`src/rtl/btlv_pkg.sv`:
```
// Types and constants for the BER tag-length-value element parser.
// No dependencies. Imported by ber_tlv_element_parser.
`timescale 1ns / 1ps

package btlv_pkg;

    typedef enum logic [4:0] {
        PH_TAG       = 5'b00001,
        PH_LEN_FIRST = 5'b00010,
        PH_LEN_LONG  = 5'b00100,
        PH_CONTENT   = 5'b01000,
        PH_DROP      = 5'b10000
    } t_phase;

    localparam logic [1:0] MODE_INT = 2'd0;
    localparam logic [1:0] MODE_OCT = 2'd1;

    localparam logic [1:0] KIND_BYTE = 2'd0;
    localparam logic [1:0] KIND_DONE = 2'd1;
    localparam logic [1:0] KIND_ERR  = 2'd2;

    localparam logic [1:0] ST_OK        = 2'd0;
    localparam logic [1:0] ST_TRUNC     = 2'd1;
    localparam logic [1:0] ST_MALFORMED = 2'd2;

    localparam logic [7:0] TAG_INTEGER = 8'h02;
    localparam logic [7:0] TAG_OCTETS  = 8'h04;
    localparam logic [7:0] LEN_LONG_FLAG = 8'h80;
    localparam logic [6:0] LEN_COUNT_MASK = 7'h7F;

    typedef struct packed {
        logic [1:0]  kind;
        logic [7:0]  value_byte;
        logic [7:0]  element_tag;
        logic [31:0] element_length;
        logic [63:0] integer_value;
        logic [1:0]  status;
    } t_result;

endpackage

```
`src/rtl/ber_tlv_element_parser.sv`:
```
// BER tag-length-value element parser, top level.
// Depends on btlv_pkg for phase codes, result codes and the result record.
`timescale 1ns / 1ps

// Takes one encoded byte per request and parses one BER element per run:
// tag, short or long form length (up to MAX_LENGTH_BYTES length bytes), then
// content as integer, octet string or skipped bytes, with mode sampled on the
// tag byte. tlast marks the last byte of the buffer. Each byte gives at most
// one result: a content byte, an element-complete record or an error
// (truncated or malformed); after an error, bytes are dropped through the
// buffer end. One byte is accepted every cycle while the result side takes
// results; each byte passes an input register and the parse logic into the
// result register.
module ber_tlv_element_parser
    import btlv_pkg::*;
#(
    parameter int MAX_LENGTH_BYTES = 4,
    parameter int INTEGER_WIDTH    = 64
) (
    input  logic         i_clk,
    input  logic         i_rst_n,
    input  logic         i_s_axis_tvalid,
    output logic         o_s_axis_tready,
    input  logic [7:0]   i_s_axis_tdata,   // [7:0] data_byte
    input  logic         i_s_axis_tlast,   // end_of_buffer
    input  logic [1:0]   i_s_axis_tuser,   // [1:0] mode
    output logic         o_m_axis_tvalid,
    input  logic         i_m_axis_tready,
    output logic [119:0] o_m_axis_tdata,   // [7:0] value_byte, [15:8] element_tag,
                                           // [47:16] element_length,
                                           // [111:48] integer_value, [113:112] status
    output logic [1:0]   o_m_axis_tuser    // [1:0] result_kind
);

    localparam int LBW = $clog2(MAX_LENGTH_BYTES + 1);
    localparam int IW  = INTEGER_WIDTH;

    logic           r_in_valid;
    logic [7:0]     r_in_byte;
    logic           r_in_end;
    logic [1:0]     r_in_mode;

    t_phase         r_phase, n_phase;
    logic [1:0]     r_mode, n_mode;
    logic [7:0]     r_tag, n_tag;
    logic [LBW-1:0] r_lbl, n_lbl;
    logic [31:0]    r_lacc, n_lacc;
    logic [31:0]    r_cleft, n_cleft;
    logic [IW-1:0]  r_iacc, n_iacc;

    logic           r_out_valid;
    t_result        r_out, n_out;
    logic           n_emit;

    logic           proc_go;
    logic           len_done;
    logic [6:0]     len_count;
    logic [31:0]    len_shift;
    logic [IW-1:0]  iacc_base;
    logic [IW+7:0]  iacc_wide;
    logic           first_content;

    assign proc_go         = r_in_valid && (!r_out_valid || i_m_axis_tready);
    assign o_s_axis_tready = !r_in_valid || proc_go;

    assign len_count     = r_in_byte[6:0] & LEN_COUNT_MASK;
    assign len_shift     = {r_lacc[23:0], r_in_byte};
    assign first_content = (r_cleft == r_lacc);
    assign iacc_base     = (first_content && r_in_byte[7]) ? {IW{1'b1}} : r_iacc;
    assign iacc_wide     = {iacc_base, r_in_byte};

    always_comb begin
        n_phase  = r_phase;
        n_mode   = r_mode;
        n_tag    = r_tag;
        n_lbl    = r_lbl;
        n_lacc   = r_lacc;
        n_cleft  = r_cleft;
        n_iacc   = r_iacc;
        n_emit   = 1'b0;
        len_done = 1'b0;
        n_out    = '0;

        unique case (r_phase)
            PH_TAG: begin
                n_mode  = r_in_mode;
                n_tag   = r_in_byte;
                n_lbl   = '0;
                n_lacc  = '0;
                n_cleft = '0;
                n_iacc  = '0;
                if ((r_in_mode == MODE_INT && r_in_byte != TAG_INTEGER) ||
                    (r_in_mode == MODE_OCT && r_in_byte != TAG_OCTETS)) begin
                    n_emit       = 1'b1;
                    n_out.kind   = KIND_ERR;
                    n_out.status = ST_MALFORMED;
                    n_phase      = r_in_end ? PH_TAG : PH_DROP;
                end else if (r_in_end) begin
                    n_emit       = 1'b1;
                    n_out.kind   = KIND_ERR;
                    n_out.status = ST_TRUNC;
                    n_phase      = PH_TAG;
                end else begin
                    n_phase = PH_LEN_FIRST;
                end
            end
            PH_LEN_FIRST: begin
                if ((r_in_byte & LEN_LONG_FLAG) == 8'h00) begin
                    n_lacc   = {24'h0, r_in_byte};
                    len_done = 1'b1;
                end else if (len_count == 7'd0 ||
                             len_count > 7'(MAX_LENGTH_BYTES)) begin
                    n_emit       = 1'b1;
                    n_out.kind   = KIND_ERR;
                    n_out.status = ST_MALFORMED;
                    n_phase      = r_in_end ? PH_TAG : PH_DROP;
                end else begin
                    n_lbl  = LBW'(len_count);
                    n_lacc = '0;
                    if (r_in_end) begin
                        n_emit       = 1'b1;
                        n_out.kind   = KIND_ERR;
                        n_out.status = ST_TRUNC;
                        n_phase      = PH_TAG;
                    end else begin
                        n_phase = PH_LEN_LONG;
                    end
                end
            end
            PH_LEN_LONG: begin
                n_lacc = len_shift;
                n_lbl  = r_lbl - LBW'(1);
                if (r_lbl == LBW'(1)) begin
                    len_done = 1'b1;
                end else if (r_in_end) begin
                    n_emit       = 1'b1;
                    n_out.kind   = KIND_ERR;
                    n_out.status = ST_TRUNC;
                    n_phase      = PH_TAG;
                end
            end
            PH_CONTENT: begin
                if (r_mode == MODE_INT) begin
                    n_iacc = iacc_wide[IW-1:0];
                end
                n_cleft = r_cleft - 32'd1;
                if (r_cleft == 32'd1) begin
                    n_emit               = 1'b1;
                    n_out.kind           = KIND_DONE;
                    n_out.value_byte     = (r_mode == MODE_OCT) ? r_in_byte : 8'h00;
                    n_out.element_length = r_lacc;
                    n_out.integer_value  = (r_mode == MODE_INT) ?
                                           64'($signed(iacc_wide[IW-1:0])) : 64'h0;
                    n_out.status         = ST_OK;
                    n_phase              = PH_TAG;
                end else if (r_in_end) begin
                    n_emit       = 1'b1;
                    n_out.kind   = KIND_ERR;
                    n_out.status = ST_TRUNC;
                    n_phase      = PH_TAG;
                end else if (r_mode == MODE_OCT) begin
                    n_emit               = 1'b1;
                    n_out.kind           = KIND_BYTE;
                    n_out.value_byte     = r_in_byte;
                    n_out.element_length = r_lacc;
                    n_out.status         = ST_OK;
                end
            end
            PH_DROP: begin
                if (r_in_end) begin
                    n_phase = PH_TAG;
                end
            end
            default: begin
                n_phase = PH_TAG;
            end
        endcase

        if (len_done) begin
            n_cleft = n_lacc;
            n_iacc  = '0;
            if (n_lacc == 32'd0) begin
                n_emit = 1'b1;
                if (r_mode == MODE_INT) begin
                    n_out.kind   = KIND_ERR;
                    n_out.status = ST_TRUNC;
                    n_phase      = r_in_end ? PH_TAG : PH_DROP;
                end else begin
                    n_out.kind   = KIND_DONE;
                    n_out.status = ST_OK;
                    n_phase      = PH_TAG;
                end
            end else if (r_in_end) begin
                n_emit       = 1'b1;
                n_out.kind   = KIND_ERR;
                n_out.status = ST_TRUNC;
                n_phase      = PH_TAG;
            end else begin
                n_phase = PH_CONTENT;
            end
        end

        n_out.element_tag = n_tag;
    end

    always_ff @(posedge i_clk) begin
        if (!i_rst_n) begin
            r_in_valid  <= 1'b0;
            r_out_valid <= 1'b0;
            r_phase     <= PH_TAG;
        end else begin
            if (o_s_axis_tready) begin
                r_in_valid <= i_s_axis_tvalid;
            end
            if (proc_go) begin
                r_phase     <= n_phase;
                r_out_valid <= n_emit;
            end else if (i_m_axis_tready) begin
                r_out_valid <= 1'b0;
            end
        end
    end

    always_ff @(posedge i_clk) begin
        if (o_s_axis_tready && i_s_axis_tvalid) begin
            r_in_byte <= i_s_axis_tdata;
            r_in_end  <= i_s_axis_tlast;
            r_in_mode <= i_s_axis_tuser;
        end
        if (proc_go) begin
            r_mode  <= n_mode;
            r_tag   <= n_tag;
            r_lbl   <= n_lbl;
            r_lacc  <= n_lacc;
            r_cleft <= n_cleft;
            r_iacc  <= n_iacc;
            if (n_emit) begin
                r_out <= n_out;
            end
        end
    end

    assign o_m_axis_tvalid = r_out_valid;
    assign o_m_axis_tuser  = r_out.kind;
    assign o_m_axis_tdata  = {6'h00, r_out.status, r_out.integer_value,
                              r_out.element_length, r_out.element_tag, r_out.value_byte};

    a_err_fields : assert property (@(posedge i_clk) disable iff (!i_rst_n)
        (r_out_valid && r_out.kind == KIND_ERR) |->
            ((r_out.status == ST_TRUNC || r_out.status == ST_MALFORMED) &&
             r_out.element_length == 32'd0 && r_out.integer_value == 64'h0))
        else $error("error result with bad status or nonzero fields");

    a_done_ok : assert property (@(posedge i_clk) disable iff (!i_rst_n)
        (r_out_valid && r_out.kind != KIND_ERR) |-> (r_out.status == ST_OK))
        else $error("non-error result without ok status");

    a_byte_mode : assert property (@(posedge i_clk) disable iff (!i_rst_n)
        (r_out_valid && r_out.kind == KIND_BYTE) |->
            (r_mode == MODE_OCT && r_phase == PH_CONTENT))
        else $error("content byte result outside octet string content");

endmodule
```
`config.mk`:
```
export PLATFORM = sky130hd
export DESIGN_NAME = ber_tlv_element_parser
export DESIGN_NICKNAME = d
export VERILOG_FILES = /design/src/rtl/btlv_pkg.sv /design/src/rtl/ber_tlv_element_parser.sv
export SDC_FILE = /design/constraint.sdc
export NUM_CORES = 1
export LEC_CHECK = 0
export ABC_AREA = 1
export BUFFER_PORTS_ARGS = -buffer_cell sky130_fd_sc_hd__buf_2
export CELL_PAD_IN_SITES_DETAIL_PLACEMENT = 1
export CELL_PAD_IN_SITES_GLOBAL_PLACEMENT = 1
export CORE_ASPECT_RATIO = 0.9
export CORE_MARGIN = 5
export CORE_UTILIZATION = 45
export DETAILED_ROUTE_END_ITERATION = 8
export PLACE_DENSITY_LB_ADDON = 0.1
export SETUP_SLACK_MARGIN = 0.5
export SLEW_MARGIN = 20
export SYNTH_ARGS = -nofsm -noshare
export SYNTH_HDL_FRONTEND = slang
export SYNTH_SLANG_ARGS = --single-unit
```
`constraint.sdc`:
```
create_clock -name i_clk -period 7.94 [get_ports i_clk]
set_input_delay 0.794 -clock i_clk [delete_from_list [all_inputs] [get_ports i_clk]]
set_output_delay 0.794 -clock i_clk [all_outputs]
set_load 0.005 [all_outputs]
```
Word-level counts from Yosys, hierarchy flattened. Cells that the tools add are included.

$lt $le $gt $ge: 1. Reductions and logical operators: 26. Add/subtract/negate cells: 2. Equality and inequality tests: 17. Multiplexer cells: 72.

Operators by type and width (count): 32-bit two-way mux (6); 56-bit two-way mux (2); 56-bit case mux with 2 select lines (1); 32-bit case mux with 3 select lines (1); 32-bit case mux with 2 select lines (1); 5-bit two-way mux (10); 2-bit two-way mux (19); 32-bit by 1-bit equality test with 1-bit output (second input constant) (1); 32-bit equality test (1); 32-bit logical NOT (1); 8-bit two-way mux (4); 32-bit by 1-bit subtractor with 32-bit output (second input constant) (1); 5-bit case mux with 5 select lines (1); 1-bit two-way mux (17); 2-bit case mux with 4 select lines (2); 10-bit two-way mux (1); 3-bit two-way mux (3); 3-bit != test (second input constant) (3); 3-bit case mux with 3 select lines (1); 3-bit AND reduction (3); 8-bit logical NOT (1); 8-bit by 2-bit != test with 1-bit output (second input constant) (1); 8-bit by 3-bit != test with 1-bit output (second input constant) (1); 7-bit by 3-bit greater-than comparator with 1-bit output (second input constant) (1); other kinds (21) (35).

Bits in registers: 267. Bits of input ports: 15. Word-level logic and storage cells: 136.

Depth between registers and ports, before layout. Gate-level depths: netlist of run 1.

Depth after elaboration: 9. Gate-level depth with buffers: 16. Depth with buffers taken out: 15.

Worst setup path after synthesis of run 1. Ideal clock, no wire load.

Path type: register to register. Start: register r_phase[2]. End: register r_iacc[0] (enable). Data arrival time: 4.623 ns. Stages on the path, launching flop included: 12. Path slack: 2.899 ns. Buffers on the path: 2. Cell sequence: dfxtp_1 inv_1 nor2_1 nand3_1 buf_4 inv_1 nand3_1 nand2_1 inv_1 clkbuf_1 a31oi_1 o21a_1.

Longest elaborated chain between the ends: 4. Elaborated cells on any way between the ends: 8.

RTL lines: start, declared (RTL line ber_tlv_element_parser.sv:43) `t_phase r_phase, n_phase;`; start signal, assigned (RTL line ber_tlv_element_parser.sv:216) `r_phase <= n_phase;`; 5-bit by 3-bit equality test with 1-bit output / 5-bit by 2-bit equality test with 1-bit output (equally long branches) (RTL line ber_tlv_element_parser.sv:84) `unique case (r_phase)`; 1-bit case mux with 2 select lines (RTL line ber_tlv_element_parser.sv:84); 3-bit != test (no source line) / 3-bit nonzero test (equally long branches); 3-bit AND reduction (no source line) (*); end signal, assigned (RTL line ber_tlv_element_parser.sv:236) `r_iacc <= n_iacc;`; end, declared (RTL line ber_tlv_element_parser.sv:49) `logic [IW-1:0] r_iacc, n_iacc;`.

Mark *: on every way between the ends. The rest lies on a longest branch, timed or not. A chain may end at the register's enable or synchronous reset.

Final worst setup path of run 1.
Start: register r_phase[3]. End: register r_out, in the netlist o_m_axis_tdata[92] (enable).

Longest elaborated chain between the ends: 6. Elaborated cells on any way between the ends: 12.

RTL lines: 5-bit by 3-bit equality test with 1-bit output (tied with other cells) (RTL line ber_tlv_element_parser.sv:84); 32-bit case mux with 3 select lines / 1-bit case mux with 4 select lines (equally long branches) (RTL line ber_tlv_element_parser.sv:84); 32-bit logical NOT / 1-bit two-way mux (equally long branches) (RTL line ber_tlv_element_parser.sv:182, ber_tlv_element_parser.sv:193); 1-bit two-way mux (RTL line ber_tlv_element_parser.sv:182) `if (n_lacc == 32'd0) begin`; 1-bit two-way mux (*) (RTL line ber_tlv_element_parser.sv:179) `if (len_done) begin`; 2-bit AND reduction (no source line) (*); end signal, assigned (RTL line ber_tlv_element_parser.sv:238) `r_out <= n_out;`; end, declared (RTL line ber_tlv_element_parser.sv:52) `t_result r_out, n_out;`.

Marks and branches as above.

==> results.md, run 1 <==
- Top achievable clock speed: 0.215 GHz
- RSZ-0062 raised after global routing: false
- HP Class: input pin to flip-flop
- Tot GR Track Use: 21.6%
- Register area: 7950 µm²
- VDD IR max: 0.143 mV
- CP max stage cell: nand4_1
- CTS Buf Count: 29
- CP peak stage delay: 700 ps
- Worst Path Required: 8120 ps
- Seq cells post-synth: 267
- Count of final max-slew check failures: 0
- Full die area: 30100 µm²
- CTS H-tree lvls: 1
- Pwr dens: 230 nW/µm²
- Leading cell type in the layout, fill and taps excluded: edfxtp_1
- # diodes: 0
- Row cnt: 56
- Hold path cells: 1
- Synth Instances: 1133
- R2r worst-path depth: 14
- Worst-path fanout max: 82
- Clk_lat worst skew: 540 ps
- Max layer used: met4
- Ys Warns: 0
- Fin. Hold Viols: 0
- Synth area leaders: edfxtp_1 65%, inv_1 6.3%, a21oi_1 6.1%
- Post-CTS Setup Inserts: 0
- Clock Pin Slew Worst Setup and Hold Paths: 60 ps
- Status: finished, final reports clean
- Hold buffers post-CTS: 0
- CTS sink cnt: 267
- Drt drc: 0
- Hold_sp: i_s_axis_tdata[0]
- Routed vias: 8770
- Synth cell types: 45
- Fill count: 2934
- Hold EP: r_in_byte[0]
- Nets@finish: 1283
- Most frequent cells in the layout: 260 x edfxtp_1, 200 x inv_1, 146 x a21oi_1
- First drt pass iteration count: 5
- Reg2reg setup slack: 3300 ps
- Post-route clock skew: 13.2 ps
- Routed WL: 33.5 mm
- Most used cell, CP: nand2_1
- Setup TNS: 0 ps
- # setup viols final: 0
- PostCTS Resize Cnt: 0
- Avg Cell Area, Syn: 10.6 µm²
- Number of synthesized flops with an enable pin: 260
- Worst hold slack: 434 ps
- Post-synth top area cell: edfxtp_1
- Rel. slew slack: 29.4%
- Routed len/inst: 20.5 µm
- Clock Tree Buf Depth: 3
- Worst slew pin tran: 1060 ps
- Top_reg_cell synth: edfxtp_1
- Root buffer cell: clkbuf_16
- First-pass GRT wire length: 51.0 mm
- Yosys top cell area share: 65.0%
- Ys async rst share: 0%
- Largest net degree at the start of global routing: 105
- Die X: 182 µm
- DR vias/cell: 5.37
- Lkg Pwr: 5.97 nW
- Layout cells sized above 1: 16.4%
- GRT Residual Overflow: 0
- Worst EP arrival: 4830 ps
- Routed Antenna Nets: 0
- P&R area growth vs syn: 16.3%
- Crit Path Class: flip-flop to flip-flop
- M1 wire length: 16.1 mm
- TritonCTS clock tree: built
- Port bufs: 132
- Routed wl met2: 15.1 mm
- Met3 wire len: 1.89 mm
- RePlAce Congestion: 0.888
- Core area: 26200 µm²
- Period utilisation layout: 58.5%
- Initial antenna violation count: 0
- Crit. End Element: flip-flop
- Dpl hpwl: 22.2 mm
- Worst R2R Start: r_phase[3]
- Register area share after synthesis: 66.1%
- Post-Syn Area: 12000 µm²
- Die Ht: 165 µm
- DRT iter0 DRCs: 759
- Starting density of the core: 45.9%
- Worst r2r dst: o_m_axis_tdata[92]
- Max cap viols: 0
- Critical-path cell list: nor2_4 -> nand4_1 -> nand3_2 -> nand2_4 -> a21oi_1 -> nand2_1 -> nor2_1 -> nand2_1 -> nor2_1 -> nand3_2 -> nand3_1 -> nand2_1 -> inv_6 -> buf_4
- Min Clock Period, post-route: 4640 ps
- Ports: 139
- Startpoint Class: flip-flop
- Vias in the first global route: 8894
- Multi-input logic area: 3130 µm²
## worst max path at each step
| stage | start | endpoint | slack (ps) |
|---|---|---|---|
| floorplan | r_phase[2] | r_iacc[0] | 2900 |
| global placement | r_phase[3] | o_m_axis_tdata[96] | 3230 |
| detailed placement | r_phase[3] | o_m_axis_tdata[92] | 3120 |
| CTS | r_phase[3] | o_m_axis_tdata[97] | 3080 |
| global route | r_phase[3] | o_m_axis_tdata[85] | 2900 |
| finish | r_phase[3] | o_m_axis_tdata[92] | 3300 |
## cell usage after synthesis, drive strengths merged, types with 4 or more instances
cell type and n:
nor3 19, buf 15, nand3 62, nand4 9
o21ai 35, o2111ai 5, nand2 128, or2 7
ha 4, edfxtp 260, dfxtp 7, o32ai 5
xor2 14, clkbuf 34, nor4 8, nor2 124
inv 201, a21oi 148, o22ai 27
## report_power, final
group | switching [W] | internal [W]
Combinational | 0.000157 | 0.0000592
Sequential | 0.0000427 | 0.00162
Clock | 0.000545 | 0.000794
## registers in the layout, indices dropped and copies added (netlist names)
signal,flops
o_m_axis_tdata,114
o_m_axis_tuser,2
o_m_axis_tvalid,1
r_cleft,32
r_iacc,56
r_in_byte,8
r_in_end,1
r_in_mode,2
r_in_valid,1
r_lacc,32
r_lbl,3
r_mode,2
r_phase,5
r_tag,8
## stage by stage
step           instance area (µm²)  utilization, %  instances  power (W)  setup WS [ps]
5_1_grt                      14000            53.3       1632    0.00333           2900
3_3_place_gp                 13000            49.7       1580    0.00189           3230
6_report                     14000            53.3       1632    0.00322           3300
2_1_floorplan                12000               -       1138    0.00181           2900
4_1_cts                      14000            53.2       1631    0.00323           3080
3_5_place_dp                 13000            49.7       1580    0.00190           3120
## logic make-up (layout without fill, tap and decap cells)
| kind of cell | Yosys count | after routing | synth area share, % |
|---|---|---|---|
| buffers and inverters | 251 | 397 | 8.21 |
| adder cells (fa/ha/maj) | 4 | 4 | 0.417 |
| AND/OR/NAND/NOR | 358 | 358 | 13.1 |
| AO/OA/AOI/OAI | 235 | 235 | 10.9 |
| other | 1 | 6 | 0.0312 |
| XOR/XNOR | 17 | 17 | 1.24 |
| flip-flops | 267 | 267 | 66.1 |
## layout make-up
type / count / area share [%]
clock inverter: 20 / 1.46
sequential: 267 / 56.9
tap: 348 / 3.12
clock buffer: 31 / 5.25
inverter: 202 / 5.46
multi-input combinational: 620 / 22.4
timing repair buffer: 144 / 5.46
## worst max-delay path: cells and delay by family (launching register included)
family / cells / cell delay [ps]
flip-flops: 1 / 360
buffers and inverters: 2 / 1160
AND/OR/NAND/NOR: 11 / 2290
AO/OA/AOI/OAI: 1 / 420
## metal layers
metal / GRT usage, % / vias up
li1: - / 4137
met4: 3.85 / 0
met1: 33.0 / 4346
met3: 2.58 / 32
met2: 34.0 / 255
met5: 0 / -
Power figures use the tool's default switching activity.
==> inputs of run 2 (changes only) <==
--- a/config.mk
+++ b/config.mk
@@ -11,7 +11,7 @@
 export CELL_PAD_IN_SITES_GLOBAL_PLACEMENT = 1
 export CORE_ASPECT_RATIO = 0.9
 export CORE_MARGIN = 5
-export CORE_UTILIZATION = 45
+export CORE_UTILIZATION = 42
 export DETAILED_ROUTE_END_ITERATION = 8
 export PLACE_DENSITY_LB_ADDON = 0.1
 export SETUP_SLACK_MARGIN = 0.5
==> constraint.sdc (replaced) <==
create_clock -name i_clk -period 4 [get_ports i_clk]
set_input_delay 0.4 -clock i_clk [delete_from_list [all_inputs] [get_ports i_clk]]
set_output_delay 0.4 -clock i_clk [all_outputs]
set_load 0.005 [all_outputs]
==> run 2 against run 1 <==
Combinational power grew 120%. Sequential power grew 99%. Count of clock-buffer cells in the layout is 3 higher. Critical path type unchanged.
==> results.md, run 2 (synthesized netlist as in run 1, its figures left out) <==
- CP startpoint: r_phase[0]
- Tot GR Track Use: 20.8%
- Utilization after layout: 50.6%
- Drt drc: 0
- Post-route clock skew: 21.0 ps
- Max reg flops: 114
- HP Class: input pin to flip-flop
- VDD IR max: 0.425 mV
- Reg2reg setup slack: 810 ps
- Routed vias: 8864
- Top achievable clock speed: 0.314 GHz
- Clock Pin Slew Worst Setup and Hold Paths: 60 ps
- DRT iter0 DRCs: 715
- Crit Path Class: flip-flop to flip-flop
- Pwr dens: 448 nW/µm²
- Worst slew pin tran: 1050 ps
- Period utilisation layout: 79.7%
- Critical-path cell list: nor2_1 -> nand3_2 -> nand3_2 -> nand2_8 -> a21oi_2 -> nand2_1 -> nor2_1 -> nand2_1 -> nor2_1 -> nand3_2 -> nand3_2 -> nand2_2 -> clkinvlp_4 -> buf_12
- Largest net degree at the start of global routing: 105
- Layout cells sized above 1: 19.9%
- Full die area: 32100 µm²
- CTS sink cnt: 267
- Worst r2r dst: o_m_axis_tdata[96]
- RSZ-0062 raised after global routing: false
- Status: finished, final reports clean
- Startpoint Class: flip-flop
- First drt pass iteration count: 5
- Hold buffers post-CTS: 0
- Fin. Hold Viols: 0
- Initial antenna violation count: 0
- Worst EP arrival: 3400 ps
- Row cnt: 58
- Vias in the first global route: 9063
- CP bufs+invs: 2
- # setup viols final: 0
- Lkg Pwr: 6.00 nW
- Port bufs: 132
- GRT Residual Overflow: 0
- CTS H-tree lvls: 1
- # diodes: 0
- Rel. slew slack: 30.0%
- Routed WL: 34.1 mm
- TritonCTS clock tree: built
- Max cap viols: 0
- Die X: 188 µm
- P&R area growth vs syn: 18.2%
- Routed len/inst: 20.7 µm
- Root buffer cell: clkbuf_16
- Clock Tree Buf Depth: 3
- Min Clock Period, post-route: 3190 ps
- Crit. End Element: flip-flop
- Worst-path fanout max: 40
- Routed Antenna Nets: 0
- Most frequent cells in the layout: 260 x edfxtp_1, 191 x inv_1, 132 x buf_2
- Cell count along the critical path: 14
- Setup TNS: 0 ps
- Dpl hpwl: 23.2 mm
- Core area: 28100 µm²
- R2r worst-path depth: 14
- RePlAce Congestion: 0.831
- Die Ht: 170 µm
- CP peak stage delay: 360 ps
- Worst Path Required: 4220 ps
- Worst R2R Start: r_phase[0]
- CP max stage cell: dfxtp_1
- Clk_lat worst skew: 550 ps
- First-pass GRT wire length: 52.9 mm
- DR vias/cell: 5.37
- Fill count: 3101
- Nets@finish: 1291
- Leading cell type in the layout, fill and taps excluded: edfxtp_1
- Crit-path leading delay family: simple AND/OR/NAND/NOR gates
- Ports: 139
- Count of final max-slew check failures: 0
- Starting density of the core: 42.8%
- Worst Setup EP: o_m_axis_tdata[96]
- Most used cell, CP: nand3_2
- CTS Buf Count: 29
## run 2: cell count changes in the layout (fill, tap and decap cells not counted), moves of 3 or more
cell        change
a21oi_2        +19
a21oi_1        -19
inv_2           +8
clkbuf_1        +3
buf_12          +3
clkinvlp_4      +3
o22ai_2         +3
o22ai_1         -3
buf_4           +5
inv_1           -9
## run 2: where the power goes
group	internal, W	switching [W]
registers	0.00321	0.0000872
logic	0.000137	0.000330
clock network	0.00151	0.00108
## run 2: worst min path at each step
stage / from / end / slack [ps] / cells past startpoint
floorplan: r_in_mode[1] / r_mode[1] / 430 / 0
global placement: r_in_mode[1] / r_mode[1] / 480 / 0
detailed placement: r_in_mode[1] / r_mode[1] / 490 / 0
CTS: i_s_axis_tdata[5] / r_in_byte[5] / 7 / 1
global route: i_s_axis_tdata[5] / r_in_byte[5] / 10 / 1
finish: i_s_axis_tdata[5] / r_in_byte[5] / 30 / 1
## run 2: worst register-to-register path: stages, from the launching register on
cell,delay [ps]
dfxtp_1,360
nor2_1,220
nand3_2,240
nand3_2,210
nand2_8,200
a21oi_2,280
nand2_1,80
nor2_1,180
nand2_1,90
nor2_1,110
nand3_2,170
nand3_2,100
nand2_2,80
clkinvlp_4,230
buf_12,280
## run 2: metal layers
metal / wire (µm) / vias up / track usage (%)
met3: 2070 / 41 / 3.36
met5: 0 / - / 0
met2: 15500 / 263 / 32.6
met4: 600 / 0 / 4.37
met1: 16000 / 4407 / 30.9
li1: - / 4153 / -
## run 2: repair_timing
item	in CTS	in global routing
buffers inserted	1	0
endpoints found under the setup margin	102	116
resized for setup	2	9
hold endpoints to repair	0	0
pin swaps	0	0
## run 2: final cells by class
cell class | count | area [µm²] | share of cell area (%)
flip-flops and latches | 267 | 7950 | 56.0
multi-input cells | 620 | 3270 | 23.0
repair buffers | 152 | 861 | 6.06
inverters | 202 | 766 | 5.39
clock buffers | 34 | 744 | 5.24
well taps | 360 | 450 | 3.17
clock inverters | 16 | 158 | 1.11
## run 2: stage by stage
step | hold WS (ps) | total power, W | instance area [µm²] | setup slack (ps) | std cells
finish | 29.3 | 0.00636 | 14200 | 814 | 1651
global route | 10.7 | 0.00658 | 14200 | 508 | 1651
CTS | 7.08 | 0.00642 | 14200 | 571 | 1651
detailed placement | 490 | 0.00381 | 13300 | 436 | 1600
global placement | 480 | 0.00380 | 13300 | 598 | 1600
floorplan | 427 | 0.00362 | 12200 | 281 | 1138
==> inputs of run 3 (changes only) <==
==> constraint.sdc (replaced) <==
create_clock -name i_clk -period 2.55 [get_ports i_clk]
set_input_delay 0.255 -clock i_clk [delete_from_list [all_inputs] [get_ports i_clk]]
set_output_delay 0.255 -clock i_clk [all_outputs]
set_load 0.005 [all_outputs]
==> run 3 against run 2 <==
The run now ends with negative setup slack left. Routed wire length increased by 8.7%. Clock power increased by 61%. Core utilization increased by 6.1 points. Combinational power increased by 130%. Sequential share of layout area decreased by 6.0 points. Non-clock buffer count increased by 151. Global-route usage increased by 1.9 points. Cell area increased by 12%. Hold slack improved by 390 ps. Sequential power increased by 56%.
==> results.md, run 3 (synthesized netlist as in run 1, its figures left out) <==
- Status: finished, violations left
- Failing checks: negative setup slack
- Layout cells sized above 1: 30.6%
- CTS sink cnt: 267
- Root buffer cell: clkbuf_16
- Largest net degree at the start of global routing: 105
- Starting density of the core: 42.8%
- DRT iter0 DRCs: 675
- Routed WL: 37.1 mm
- First drt pass iteration count: 5
- VDD IR max: 0.463 mV
- Crit. End Element: flip-flop
- Dpl hpwl: 25.3 mm
- Worst R2R Start: r_in_byte[1]
- Setup WS post-layout: -179 ps
- Worst-path fanout max: 12
- Leading cell type in the layout, fill and taps excluded: edfxtp_1
- Pwr dens: 654 nW/µm²
- Lkg Pwr: 6.82 nW
- CP peak stage delay: 420 ps
- Core area: 28100 µm²
- Post-route clock skew: 8.82 ps
- CP max stage cell: edfxtp_1
- Fin. Hold Viols: 0
- Reg2reg setup slack: -180 ps
- Worst slew pin tran: 640 ps
- First-pass GRT wire length: 57.3 mm
- Max reg flops: 114
- Hold EP: r_in_byte[0]
- CTS Buf Count: 29
- CTS H-tree lvls: 1
- Vias in the first global route: 10000
- Routed vias: 9503
- Clock Tree Buf Depth: 3
- Worst slack at placement: -270 ps
- Worst Path Required: 2820 ps
- Worst EP arrival: 3000 ps
- HP Class: input pin to flip-flop
- Pwr Total: 0.0104 W
- RePlAce Congestion: 0.868
- Die Ht: 170 µm
- Full die area: 32100 µm²
- Hold_sp: i_s_axis_tdata[0]
- Initial antenna violation count: 0
- Most frequent cells in the layout: 260 x edfxtp_1, 183 x inv_1, 134 x buf_4
- Clk_lat worst skew: 550 ps
- Port bufs: 132
- # setup viols final: 120
- Routed len/inst: 20.6 µm
- Drt drc: 0
- Ports: 139
- GRT Residual Overflow: 0
- CP bufs+invs: 6
- Clock Pin Slew Worst Setup and Hold Paths: 60 ps
- Rel. slew slack: 57.4%
- Hold path cells: 2
- Crit Path Class: flip-flop to flip-flop
- Utilization after layout: 56.6%
- RSZ-0062 raised after global routing: true
- Nets@finish: 1442
- # diodes: 0
- Min Clock Period, post-route: 2730 ps
- Top achievable clock speed: 0.366 GHz
- Max cap viols: 0
- Period utilisation layout: 107%
- R2r worst-path depth: 18
- Routed Antenna Nets: 0
- TritonCTS clock tree: built
- Crit-path leading delay family: simple AND/OR/NAND/NOR gates
- Row cnt: 58
- Die X: 188 µm
- Critical-path cell list: inv_2 -> nand3_1 -> nand2_1 -> nand2_2 -> nand2_4 -> nand2_8 -> buf_12 -> a21oi_2 -> inv_1 -> nor2_1 -> nand2_1 -> nor2_1 -> nand3_2 -> nand3_2 -> nand2_2 -> clkinvlp_4 -> buf_12 -> bufbuf_16
- DR vias/cell: 5.27
- Startpoint Class: flip-flop
- Count of final max-slew check failures: 0
- Tot GR Track Use: 22.7%
- Worst r2r dst: o_m_axis_tdata[54]
- P&R area growth vs syn: 32.4%
-- run 3: cell types whose count changed in the layout (fill, tap and decap cells not counted), sizes merged, moves of 3 or more --
cell         before  now
clkinv           12    9
buf             152  287
clkbuf           34   39
dlygate4sd3       0   14
-- run 3: repair_timing --
action,4_1_cts,5_1_grt
pin swaps,8,6
hold buffers,14,0
buffers inserted,8,1
gates cloned,4,1
hold endpoints to repair,14,0
gates resized for setup,50,28
endpoints found under the setup margin,396,396
-- run 3: power breakdown --
group	switching (W)	internal [W]	total [W]
Sequential	0.000122	0.00503	0.00516
Combinational	0.000627	0.000444	0.00107
Clock	0.00169	0.00248	0.00417
Total	0.00244	0.00795	0.0104
-- run 3: how the worst max path moves through the flow --
stage	startpoint	endpoint	slack, ps	depth (start not counted)
finish	r_in_byte[1]	o_m_axis_tdata[54]	-180	18
floorplan	r_phase[1]	o_m_axis_tdata[0]	-1160	16
global route	r_in_byte[1]	o_m_axis_tdata[71]	-360	19
global placement	r_in_byte[6]	o_m_axis_tdata[37]	-170	17
detailed placement	r_in_byte[5]	o_m_axis_tdata[37]	-270	17
CTS	r_in_byte[6]	o_m_axis_tdata[72]	-190	19
-- run 3: cell type report --
class	count	area [µm²]
inverter	202	769
clock inverter	12	155
tap	360	450
fill	3026	12200
sequential	267	7950
timing repair buffer	303	2270
multi-input combinational	620	3550
clock buffer	38	759
-- run 3: through the flow --
stage / cells / TNS (ps) / instance area, µm² / hold WS (ps)
after floorplan: 1138 / -168010 / 12200 / 354
after global placement: 1724 / -15860 / 14300 / 433
after detailed placement: 1724 / -27890 / 14300 / 434
after CTS: 1800 / -16680 / 15800 / 392
after global routing: 1802 / -41670 / 15900 / 413
final: 1802 / -15190 / 15900 / 416
-- run 3: layer usage --
| metal | part of all wire [%] | track usage, % | vias to the layer above |
|---|---|---|---|
| li1 | - | - | 4451 |
| met1 | 44 | 31.3 | 4737 |
| met2 | 48 | 38.0 | 261 |
| met3 | 5.8 | 3.71 | 54 |
| met4 | 2.1 | 5.71 | 0 |
| met5 | 0 | 0 | - |
